**config.mk**
```make
export PLATFORM = sky130hd
export DESIGN_NAME = square_root_simplify_core_flat
export DESIGN_NICKNAME = d
export VERILOG_FILES = /design/src/sv/sqs_pkg.sv /design/src/sv/sqs_in_if.sv /design/src/sv/sqs_out_if.sv /design/src/sv/sqs_datapath.sv /design/src/sv/square_root_simplify_core.sv /design/src/flat_wrapper.sv
export VERILOG_INCLUDE_DIRS = /design/src /design/src/sv
export SDC_FILE = /design/constraint.sdc
export NUM_CORES = 2
export LEC_CHECK = 0
export BUFFER_PORTS_ARGS = -buffer_cell sky130_fd_sc_hd__buf_2
export CORE_ASPECT_RATIO = 1.25
export CORE_MARGIN = 10
export CORE_UTILIZATION = 45
export DETAILED_ROUTE_END_ITERATION = 10
export HOLD_SLACK_MARGIN = 0.15
export PLACE_DENSITY_LB_ADDON = 0.2
export RECOVER_POWER = 50
export SYNTH_ARGS = -nofsm -noshare
export SYNTH_HDL_FRONTEND = slang
export SYNTH_SLANG_ARGS = --single-unit
```
**constraint.sdc**
```tcl
create_clock -name i_clk -period 16.4 [get_ports i_clk]
set_clock_uncertainty 0.2 [all_clocks]
set_input_delay 0.82 -clock i_clk [delete_from_list [all_inputs] [get_ports i_clk]]
set_output_delay 0.82 -clock i_clk [all_outputs]
set_load 0.1 [all_outputs]
```
**src/sv/assert_macros.svh**
```systemverilog
// assertion macros for the rtl file that carries checks, the core top level
// no dependencies
`ifndef ASSERT_MACROS_SVH
`define ASSERT_MACROS_SVH

// same-cycle implication, disabled while reset is held
`define SQS_ASSERT_IMPLY(label, clk, rst_n, ante, cons) \
    label: assert property (@(posedge clk) disable iff (!(rst_n)) (ante) |-> (cons)) \
        else $error("%m: same-cycle check failed");

// next-cycle implication, disabled while reset is held
`define SQS_ASSERT_NEXT(label, clk, rst_n, ante, cons) \
    label: assert property (@(posedge clk) disable iff (!(rst_n)) (ante) |=> (cons)) \
        else $error("%m: next-cycle check failed");

`endif

```
**src/sv/sqs_pkg.sv**
```systemverilog
// package for the square root simplify core: widths, prime tables, microcode
// no dependencies
package sqs_pkg;

    localparam int VALUE_WIDTH       = 32;
    localparam int SMALL_PRIME_COUNT = 10;
    localparam int REM_W             = 31;
    localparam int ROOT_W            = 16;
    localparam int RAD_W             = 31;
    localparam int FACT_W            = 5;
    localparam int TAB_DEPTH         = 10;
    localparam int TAB_W             = 4;
    localparam int IDX_W             = $clog2(SMALL_PRIME_COUNT + 1);

    localparam logic [FACT_W-1:0] PRIME_TWO = 5'd2;

    // multiplicative inverse of an odd constant modulo 2^31, newton iteration
    function automatic logic [REM_W-1:0] inv_mod(input logic [31:0] p);
        logic [31:0] x;
        x = p;
        for (int i = 0; i < 5; i++) begin
            x = x * (32'd2 - p * x);
        end
        return x[REM_W-1:0];
    endfunction

    localparam logic [FACT_W-1:0] PRIME_TAB [TAB_DEPTH] = '{
        5'd2, 5'd3, 5'd5, 5'd7, 5'd11, 5'd13, 5'd17, 5'd19, 5'd23, 5'd29
    };

    // entry for two is unused: two is handled by a shift
    localparam logic [REM_W-1:0] INV_TAB [TAB_DEPTH] = '{
        31'd0,
        inv_mod(32'd3),  inv_mod(32'd5),  inv_mod(32'd7),  inv_mod(32'd11),
        inv_mod(32'd13), inv_mod(32'd17), inv_mod(32'd19), inv_mod(32'd23),
        inv_mod(32'd29)
    };

    // largest quotient of a 31-bit value; a product above it means no exact division
    localparam logic [REM_W-1:0] LIM_TAB [TAB_DEPTH] = '{
        31'd0,
        31'(32'h7FFF_FFFF / 3),  31'(32'h7FFF_FFFF / 5),  31'(32'h7FFF_FFFF / 7),
        31'(32'h7FFF_FFFF / 11), 31'(32'h7FFF_FFFF / 13), 31'(32'h7FFF_FFFF / 17),
        31'(32'h7FFF_FFFF / 19), 31'(32'h7FFF_FFFF / 23), 31'(32'h7FFF_FFFF / 29)
    };

    typedef enum logic [2:0] {
        OP_NONE,
        OP_LOAD,
        OP_TWO,
        OP_MUL,
        OP_TST,
        OP_FOLD,
        OP_LMUL
    } t_op;

    typedef enum logic [1:0] {
        BR_JUMP,
        BR_COND,
        BR_DISPATCH
    } t_br;

    typedef enum logic [1:0] {
        C_NONE,
        C_IN_XFER,
        C_OUT_XFER,
        C_REM_GT1
    } t_cond;

    typedef logic [2:0] t_step;

    localparam t_step ST_LOAD = 3'd0;
    localparam t_step ST_CHK  = 3'd1;
    localparam t_step ST_TWO  = 3'd2;
    localparam t_step ST_MUL  = 3'd3;
    localparam t_step ST_TST  = 3'd4;
    localparam t_step ST_FOLD = 3'd5;
    localparam t_step ST_LMUL = 3'd6;
    localparam t_step ST_DONE = 3'd7;

    typedef struct packed {
        logic  in_ready;
        logic  out_valid;
        t_op   op;
        t_br   br;
        t_cond cond;
        t_step target;
        t_step alt;
    } t_uword;

    typedef struct packed {
        t_op  op;
        logic in_xfer;
    } t_dp_ctrl;

    typedef struct packed {
        logic rem_gt1;
        logic exhausted;
        logic is_two;
    } t_dp_status;

    function automatic t_uword mk_uword(input logic rdy, input logic vld, input t_op op,
                                        input t_br br, input t_cond cond,
                                        input t_step target, input t_step alt);
        t_uword w;
        w.in_ready  = rdy;
        w.out_valid = vld;
        w.op        = op;
        w.br        = br;
        w.cond      = cond;
        w.target    = target;
        w.alt       = alt;
        return w;
    endfunction

    // microprogram
    function automatic t_uword ucode(input t_step s);
        t_uword w;
        case (s)
            ST_LOAD: w = mk_uword(1'b1, 1'b0, OP_LOAD, BR_COND, C_IN_XFER, ST_CHK, ST_LOAD);
            ST_CHK:  w = mk_uword(1'b0, 1'b0, OP_NONE, BR_DISPATCH, C_NONE, ST_CHK, ST_CHK);
            ST_TWO:  w = mk_uword(1'b0, 1'b0, OP_TWO, BR_JUMP, C_NONE, ST_CHK, ST_CHK);
            ST_MUL:  w = mk_uword(1'b0, 1'b0, OP_MUL, BR_JUMP, C_NONE, ST_TST, ST_TST);
            ST_TST:  w = mk_uword(1'b0, 1'b0, OP_TST, BR_JUMP, C_NONE, ST_CHK, ST_CHK);
            ST_FOLD: w = mk_uword(1'b0, 1'b0, OP_FOLD, BR_COND, C_REM_GT1, ST_LMUL, ST_DONE);
            ST_LMUL: w = mk_uword(1'b0, 1'b0, OP_LMUL, BR_JUMP, C_NONE, ST_DONE, ST_DONE);
            ST_DONE: w = mk_uword(1'b0, 1'b1, OP_NONE, BR_COND, C_OUT_XFER, ST_LOAD, ST_DONE);
            default: w = mk_uword(1'b0, 1'b0, OP_NONE, BR_JUMP, C_NONE, ST_LOAD, ST_LOAD);
        endcase
        return w;
    endfunction

endpackage

```
**src/sv/sqs_in_if.sv**
```systemverilog
// input channel of the square root simplify core: valid, ready, value
// depends on sqs_pkg
interface sqs_in_if import sqs_pkg::*; ();
    logic                          valid;
    logic                          ready;
    logic signed [VALUE_WIDTH-1:0] value;

    modport source (output valid, output value, input ready);
    modport sink   (input valid, input value, output ready);
endinterface

```
**src/sv/sqs_out_if.sv**
```systemverilog
// result channel of the square root simplify core: valid, ready, root and radical
// depends on sqs_pkg
interface sqs_out_if import sqs_pkg::*; ();
    logic              valid;
    logic              ready;
    logic [ROOT_W-1:0] root_part;
    logic [RAD_W-1:0]  radical_part;

    modport source (output valid, output root_part, output radical_part, input ready);
    modport sink   (input valid, input root_part, input radical_part, output ready);
endinterface

```
**src/sv/sqs_datapath.sv**
```systemverilog
// datapath of the square root simplify core: remainder, prime index, accumulators
// depends on sqs_pkg; driven by the microcode sequencer in the top level
module sqs_datapath import sqs_pkg::*; (
    input  logic                          i_clk,
    input  t_dp_ctrl                      i_ctrl,
    input  logic signed [VALUE_WIDTH-1:0] i_value,
    output t_dp_status                    o_status,
    output logic [ROOT_W-1:0]             o_root,
    output logic [RAD_W-1:0]              o_radical
);

    logic [REM_W-1:0]  r_rem,     n_rem;
    logic [IDX_W-1:0]  r_idx,     n_idx;
    logic [FACT_W-1:0] r_pending, n_pending;
    logic [ROOT_W-1:0] r_root,    n_root;
    logic [RAD_W-1:0]  r_rad,     n_rad;
    logic [REM_W-1:0]  r_prod,    n_prod;

    logic [TAB_W-1:0]  w_tab;
    logic [FACT_W-1:0] w_prime;
    logic [REM_W-1:0]  w_inv;
    logic [REM_W-1:0]  w_lim;
    logic [REM_W-1:0]  w_mul_a;
    logic [REM_W-1:0]  w_mul_b;
    logic [REM_W-1:0]  w_mul;
    logic [RAD_W-1:0]  w_rad_pend;
    logic              w_neg;
    logic [VALUE_WIDTH-2:0] w_low;
    logic              w_trivial;
    logic              w_take;
    logic [FACT_W-1:0] w_f;

    assign w_tab   = TAB_W'(r_idx);
    assign w_prime = PRIME_TAB[w_tab];
    assign w_inv   = INV_TAB[w_tab];
    assign w_lim   = LIM_TAB[w_tab];

    // one shared multiplier: exact division step or leftover fold
    assign w_mul_a = (i_ctrl.op == OP_LMUL) ? r_rad : r_rem;
    assign w_mul_b = (i_ctrl.op == OP_LMUL) ? r_rem : w_inv;
    assign w_mul   = REM_W'(w_mul_a * w_mul_b);

    assign w_rad_pend = RAD_W'(r_rad * r_pending);

    assign w_neg     = i_value[VALUE_WIDTH-1];
    assign w_low     = i_value[VALUE_WIDTH-2:0];
    assign w_trivial = w_neg || (w_low <= (VALUE_WIDTH-1)'(1));

    always_comb begin
        n_rem     = r_rem;
        n_idx     = r_idx;
        n_pending = r_pending;
        n_root    = r_root;
        n_rad     = r_rad;
        n_prod    = r_prod;
        w_take    = 1'b0;
        w_f       = w_prime;
        case (i_ctrl.op)
            OP_LOAD: begin
                if (i_ctrl.in_xfer) begin
                    n_rem     = w_trivial ? '0 : REM_W'(w_low);
                    n_idx     = '0;
                    n_pending = '0;
                    n_root    = ROOT_W'(1);
                    n_rad     = RAD_W'(1);
                end
            end
            OP_TWO: begin
                if (!r_rem[0]) begin
                    n_rem  = r_rem >> 1;
                    w_take = 1'b1;
                    w_f    = PRIME_TWO;
                end else begin
                    n_idx = r_idx + IDX_W'(1);
                end
            end
            OP_MUL: begin
                n_prod = w_mul;
            end
            OP_TST: begin
                if (r_prod <= w_lim) begin
                    n_rem  = r_prod;
                    w_take = 1'b1;
                end else begin
                    n_idx = r_idx + IDX_W'(1);
                end
            end
            OP_FOLD: begin
                if (r_pending != '0) begin
                    n_rad = w_rad_pend;
                end
                n_pending = '0;
            end
            OP_LMUL: begin
                n_rad = w_mul;
            end
            default: begin
            end
        endcase
        // pair a new factor with the pending one or push the pending one under the root
        if (w_take) begin
            if (r_pending == w_f) begin
                n_root    = ROOT_W'(r_root * w_f);
                n_pending = '0;
            end else begin
                if (r_pending != '0) begin
                    n_rad = w_rad_pend;
                end
                n_pending = w_f;
            end
        end
    end

    always_ff @(posedge i_clk) begin
        r_rem     <= n_rem;
        r_idx     <= n_idx;
        r_pending <= n_pending;
        r_root    <= n_root;
        r_rad     <= n_rad;
        r_prod    <= n_prod;
    end

    assign o_status.rem_gt1   = (r_rem > REM_W'(1));
    assign o_status.exhausted = (r_idx == IDX_W'(SMALL_PRIME_COUNT));
    assign o_status.is_two    = (w_prime == PRIME_TWO);
    assign o_root             = r_root;
    assign o_radical          = r_rad;

endmodule

```
**src/sv/square_root_simplify_core.sv**
```systemverilog
// square root simplify core: one value in, root and radical out, one item at a time
// steps: load takes the input, check dispatches; each factor of two, and the move past
// two when an odd part above one remains, runs the two step, each odd prime tried runs
// multiply then test; then fold, plus leftover multiply when a leftover above one remains
// next input is taken the cycle after the result transfer
// reset: synchronous active low, returns the step counter to the load step
`include "assert_macros.svh"

module square_root_simplify_core import sqs_pkg::*; (
    input  logic        i_clk,
    input  logic        i_rst_n,
    sqs_in_if.sink      i_in,
    sqs_out_if.source   o_out
);

    t_step      r_step, n_step;
    t_uword     w_uw;
    t_dp_ctrl   w_ctrl;
    t_dp_status w_status;
    logic       w_in_xfer;
    logic       w_out_xfer;
    logic       w_cond;

    assign w_uw       = ucode(r_step);
    assign w_in_xfer  = i_in.valid && w_uw.in_ready;
    assign w_out_xfer = w_uw.out_valid && o_out.ready;

    always_comb begin
        case (w_uw.cond)
            C_IN_XFER:  w_cond = w_in_xfer;
            C_OUT_XFER: w_cond = w_out_xfer;
            C_REM_GT1:  w_cond = w_status.rem_gt1;
            default:    w_cond = 1'b0;
        endcase
    end

    always_comb begin
        case (w_uw.br)
            BR_JUMP: n_step = w_uw.target;
            BR_COND: n_step = w_cond ? w_uw.target : w_uw.alt;
            BR_DISPATCH: begin
                if (!w_status.rem_gt1 || w_status.exhausted) begin
                    n_step = ST_FOLD;
                end else if (w_status.is_two) begin
                    n_step = ST_TWO;
                end else begin
                    n_step = ST_MUL;
                end
            end
            default: n_step = ST_LOAD;
        endcase
    end

    always_ff @(posedge i_clk) begin
        if (!i_rst_n) begin
            r_step <= ST_LOAD;
        end else begin
            r_step <= n_step;
        end
    end

    assign w_ctrl.op      = w_uw.op;
    assign w_ctrl.in_xfer = w_in_xfer;

    sqs_datapath u_datapath (
        .i_clk     (i_clk),
        .i_ctrl    (w_ctrl),
        .i_value   (i_in.value),
        .o_status  (w_status),
        .o_root    (o_out.root_part),
        .o_radical (o_out.radical_part)
    );

    assign i_in.ready  = w_uw.in_ready;
    assign o_out.valid = w_uw.out_valid;

    `SQS_ASSERT_IMPLY(a_one_item, i_clk, i_rst_n, o_out.valid, !i_in.ready)
    `SQS_ASSERT_NEXT(a_load_to_chk, i_clk, i_rst_n, i_in.valid && i_in.ready, r_step == ST_CHK)
    `SQS_ASSERT_NEXT(a_out_to_load, i_clk, i_rst_n, o_out.valid && o_out.ready, r_step == ST_LOAD)
    `SQS_ASSERT_IMPLY(a_nonzero, i_clk, i_rst_n, o_out.valid, (|o_out.root_part) && (|o_out.radical_part))

endmodule
```
**src/flat_wrapper.sv**
```systemverilog
// flat-port wrapper written by rule: the top's interface ports become plain ports
module square_root_simplify_core_flat import sqs_pkg::*;
  (i_clk, i_rst_n, i_in_valid, i_in_value, i_in_ready, o_out_valid, o_out_root_part, o_out_radical_part, o_out_ready);
  sqs_in_if i_in_i ();
  sqs_out_if o_out_i ();
  input  logic i_clk;
  input  logic i_rst_n;
  input wire logic [$bits(i_in_i.valid)-1:0] i_in_valid;
  input wire logic [$bits(i_in_i.value)-1:0] i_in_value;
  output wire logic [$bits(i_in_i.ready)-1:0] i_in_ready;
  output wire logic [$bits(o_out_i.valid)-1:0] o_out_valid;
  output wire logic [$bits(o_out_i.root_part)-1:0] o_out_root_part;
  output wire logic [$bits(o_out_i.radical_part)-1:0] o_out_radical_part;
  input wire logic [$bits(o_out_i.ready)-1:0] o_out_ready;
  assign i_in_i.valid = i_in_valid;
  assign i_in_i.value = i_in_value;
  assign i_in_ready = i_in_i.ready;
  assign o_out_valid = o_out_i.valid;
  assign o_out_root_part = o_out_i.root_part;
  assign o_out_radical_part = o_out_i.radical_part;
  assign o_out_i.ready = o_out_ready;
  square_root_simplify_core u_core (.i_clk(i_clk), .i_rst_n(i_rst_n), .i_in(i_in_i), .o_out(o_out_i));
endmodule
```
==> report_table.html <==
<table>
<tr><th>Metric</th><th>Value</th></tr>
<tr><th colspan="2">Layout</th></tr>
<tr><td>Commonest non-fill, non-tap cells in the layout</td><td>fa_1, inv_1, nand2_1</td></tr>
<tr><td>Layout cells sized above 1</td><td>4.986%</td></tr>
<tr><td>Most frequent standard cell in the layout excluding fill and tap cells</td><td>fa_1</td></tr>
<tr><td>Number of filler cells placed in the layout</td><td>5,990</td></tr>
<tr><td>Synth-to-Final Area Change</td><td>6.332%</td></tr>
<tr><td>Non-filler instance count after layout</td><td>4,014</td></tr>
<tr><td>Net count of the finished layout</td><td>3,922</td></tr>
<tr><th colspan="2">Synth</th></tr>
<tr><td>Unique cell type count in the Yosys netlist</td><td>82</td></tr>
<tr><td>Top cell type's share of synthesized area</td><td>35.74%</td></tr>
<tr><td>Cell taking the most area after synthesis</td><td>fa_1</td></tr>
<tr><td>Most used DFF post-synth</td><td>edfxtp_1</td></tr>
<tr><td>Post-synthesis cell area</td><td>0.02773 mm2</td></tr>
<tr><td>Gate count after technology mapping</td><td>3,165</td></tr>
<tr><td>Post-synth EDFFs</td><td>71</td></tr>
<tr><td>Proportion of synthesized chip area in sequential cells</td><td>12.17%</td></tr>
<tr><td>Number of synthesized register bits</td><td>133</td></tr>
<tr><td>Syn nets</td><td>3,911</td></tr>
<tr><td>Warnings, synthesis</td><td>0</td></tr>
<tr><td>Mean instance size in the synthesized netlist</td><td>8.760 um2</td></tr>
<tr><td>Top cells by area, synth</td><td>fa_1, ha_1, edfxtp_1, inv_1, nand2_1</td></tr>
<tr><td>Synth async-reset ratio</td><td>0%</td></tr>
<tr><th colspan="2">Critical path</th></tr>
<tr><td>Critical Path AT</td><td>12.27 ns</td></tr>
<tr><td>Critical register-to-register path endpoint</td><td>u_core.u_datapath.o_radical[30]</td></tr>
<tr><td>Cell with the largest stage delay on the worst path</td><td>clkbuf_1</td></tr>
<tr><td>Required time worst endpoint</td><td>16.53 ns</td></tr>
<tr><td>Max stage delay on crit path</td><td>1.83 ns</td></tr>
<tr><td>Worst-case reg-to-reg path depth</td><td>28</td></tr>
<tr><td>Crit path capture type</td><td>flip-flop</td></tr>
<tr><td>Slack of the worst reg-to-reg path</td><td>4.25 ns</td></tr>
<tr><td>Cell with the most instances on the worst path</td><td>fa_1</td></tr>
<tr><td>Nature of the critical path startpoint</td><td>flip-flop</td></tr>
<tr><td>Reg-to-reg critical path startpoint</td><td>u_core.w_uw[12]</td></tr>
<tr><td>Type of the worst setup path</td><td>reg2reg</td></tr>
<tr><td>Worst-path fanout max</td><td>56</td></tr>
<tr><th colspan="2">Place</th></tr>
<tr><td>Number of buffer cells added on primary ports</td><td>84</td></tr>
<tr><td>DP Wirelength</td><td>79,500 um</td></tr>
<tr><td>Global placer's final weighted congestion</td><td>1.018</td></tr>
<tr><td>Cell total after placement</td><td>3,981</td></tr>
<tr><th colspan="2">CTS</th></tr>
<tr><td>Total of cells resized after clock tree synthesis</td><td>0</td></tr>
<tr><td># clock sinks</td><td>133</td></tr>
<tr><td>Insertion delay to the later sink of the worst-skew pair</td><td>0.45 ns</td></tr>
<tr><td>TritonCTS clock tree</td><td>yes</td></tr>
<tr><td>Buffer levels on the longest clock path</td><td>2</td></tr>
<tr><td>Clock H-tree levels</td><td>4</td></tr>
<tr><td>Clock transition at the registers of the reported paths</td><td>0.07 ns</td></tr>
<tr><td>Number of post-CTS setup repair buffers</td><td>0</td></tr>
<tr><td>Root buf cell</td><td>clkbuf_16</td></tr>
<tr><td>Hold_buf cts</td><td>0</td></tr>
<tr><td>Number of buffers created by CTS</td><td>17</td></tr>
<tr><th colspan="2">Status</th></tr>
<tr><td>Violated checks</td><td>capacitance limit, slew limit</td></tr>
<tr><td>Result of the run</td><td>complete, but fails checks</td></tr>
<tr><th colspan="2">STA</th></tr>
<tr><td>Setup-failing EPs final</td><td>0</td></tr>
<tr><td>Slew at the pin closest to its max-slew limit</td><td>2.452 ns</td></tr>
<tr><td>Maximum achievable frequency</td><td>82.33 MHz</td></tr>
<tr><td>Count of endpoints failing hold in the final timing report</td><td>0</td></tr>
<tr><td>Setup TNS</td><td>0 ns</td></tr>
<tr><td>RSZ-0062 raised after global routing</td><td>no</td></tr>
<tr><td>Clock period minus final worst setup slack</td><td>12.15 ns</td></tr>
<tr><td>Slew Limit Headroom</td><td>-63.49%</td></tr>
<tr><td>Number of pins with negative max-slew slack in the final report</td><td>152</td></tr>
<tr><td>Final critical-path share of the clock period</td><td>74.07%</td></tr>
<tr><th colspan="2">Global route</th></tr>
<tr><td>Initial antenna violation count</td><td>1</td></tr>
<tr><td>Vias in the first global route</td><td>24,800</td></tr>
<tr><td>Met1 Resource Use GR</td><td>31.68%</td></tr>
<tr><td>Global-route layer with the greatest usage</td><td>met2</td></tr>
<tr><td>Met2 GRT Util</td><td>46.27%</td></tr>
<tr><td>GRT Overall Usage</td><td>27.30%</td></tr>
<tr><td>Sum of overflow across all layers after global routing</td><td>0</td></tr>
<tr><td>Maximum number of pins on one net before global-route repair</td><td>63</td></tr>
<tr><td>GR met3 Demand/Resource</td><td>5.119%</td></tr>
<tr><td>Global-route wire length before repair</td><td>150,200 um</td></tr>
<tr><th colspan="2">Floorplan</th></tr>
<tr><td>CORE AREA</td><td>0.06091 mm2</td></tr>
<tr><td>Effective utilization at floorplan</td><td>45.52%</td></tr>
<tr><td>X dimension of the die</td><td>242.0 um</td></tr>
<tr><td>Overall die height</td><td>297.5 um</td></tr>
<tr><td>Floorplan die area</td><td>0.07200 mm2</td></tr>
<tr><td>I/O Pins</td><td>85</td></tr>
<tr><td>Placement row count</td><td>101</td></tr>
<tr><th colspan="2">Route</th></tr>
<tr><td>Number of nets with antenna violations after detailed routing</td><td>0</td></tr>
<tr><td>Final wirelength</td><td>98,180 um</td></tr>
<tr><td>Remaining DRCs</td><td>0</td></tr>
<tr><td>Number of search-and-repair iterations in the first detailed-routing pass</td><td>9</td></tr>
<tr><td>Average via count per standard cell</td><td>5.753</td></tr>
<tr><td>Via count</td><td>23,090</td></tr>
<tr><td>DRT iter0 DRCs</td><td>2,013</td></tr>
<tr><td>Post-DR wirelength/cell</td><td>24.46 um</td></tr>
<tr><th colspan="2">Min path</th></tr>
<tr><td>Hold/Removal Path Class</td><td>reg2reg</td></tr>
<tr><td>Hold depth</td><td>2</td></tr>
<tr><td>Startpoint of the most critical hold path</td><td>u_core.u_datapath.o_root[14]</td></tr>
<tr><td>WHS Endpoint</td><td>u_core.u_datapath.o_root[14]</td></tr>
<tr><th colspan="2">Run</th></tr>
<tr><td>Max-cap violation count</td><td>4</td></tr>
</table>
-- stage by stage --
stage	hold slack (ns)	area (um2)	util (%)	setup WS (ns)
after detailed placement	0.3046	28980	47.57	6.689
after floorplan	0.3552	27730	-	7.839
after global placement	0.3110	28980	47.57	6.695
after CTS	0.3122	29560	48.53	6.521
after global routing	0.3656	29480	48.40	3.632
final	0.3047	29480	48.40	4.253
-- cell families after synthesis --
group | after synthesis | synth area share, %
mux | 33 | 1.237
xor+xnor | 134 | 4.332
fa+ha+maj | 710 | 45.44
compound gates | 423 | 10.38
buf+inv | 623 | 8.768
flops | 133 | 12.17
simple gates | 1109 | 17.67
-- worst max-delay path: cells and delay by family (launching register included) --
family / cells / cell delay (ns)
XOR/XNOR: 2 / 0.33
buffers and inverters: 4 / 1.99
AO/OA/AOI/OAI: 7 / 1.71
AND/OR/NAND/NOR: 6 / 3.20
adder cells (fa/ha/maj): 9 / 4.00
flip-flops: 1 / 0.53
-- registers in the layout, summed over array words and instances (netlist names) --
register                     cells
u_core.u_datapath.o_radical     31
u_core.u_datapath.r_prod        31
u_core.u_datapath.r_rem         31
u_core.u_datapath.o_root        16
u_core.w_uw                     15
u_core.u_datapath.r_pending      5
u_core.u_datapath.r_idx          4
-- metal layers --
| metal | wire length, um | part of all wire, % |
|---|---|---|
| met1 | 36270 | 37 |
| met5 | 13 | 0.013 |
| met4 | 6900 | 7.0 |
| met3 | 7887 | 8.0 |
| met2 | 47110 | 48 |
-- layout make-up --
type	instances	area [um2]	area share (%)
multi-input cells	2409	21970	74.52
repair buffers	132	708.2	2.402
inverters	483	1813	6.150
diodes	1	2.502	0.008488
clock buffers	17	425.4	1.443
well taps	824	1031	3.497
flip-flops and latches	133	3373	11.44
clock inverters	15	157.7	0.5348
-- cells in the mapped netlist (36+ instances only) --
master and n:
edfxtp_1 71, a21o_1 51, dfxtp_1 62, inv_1 482, xor2_1 36, fa_1 495, a21oi_1 92, and2_1 91
nor2_1 336, nor2b_1 40, xnor2_1 96, o21ai_0 78, ha_1 215, nand2_1 475, clkbuf_1 105
-- worst max path at each step --
stage | from | to | slack, ns | depth (start not counted)
2_1_floorplan | u_core.u_datapath.r_idx[0] | u_core.u_datapath.r_prod[29] | 7.84 | 33
4_1_cts | u_core.u_datapath.r_idx[0] | u_core.u_datapath.r_prod[29] | 6.52 | 27
3_5_place_dp | u_core.u_datapath.r_idx[0] | u_core.u_datapath.r_prod[29] | 6.69 | 27
3_3_place_gp | u_core.u_datapath.r_idx[0] | u_core.u_datapath.r_prod[29] | 6.69 | 27
6_report | u_core.w_uw[12] | u_core.u_datapath.o_radical[30] | 4.25 | 28
5_1_grt | u_core.w_uw[12] | u_core.u_datapath.o_radical[30] | 3.63 | 28
Power is not shown: default switching activity piles up to over one toggle a cycle in this logic, so the estimate is an artifact.
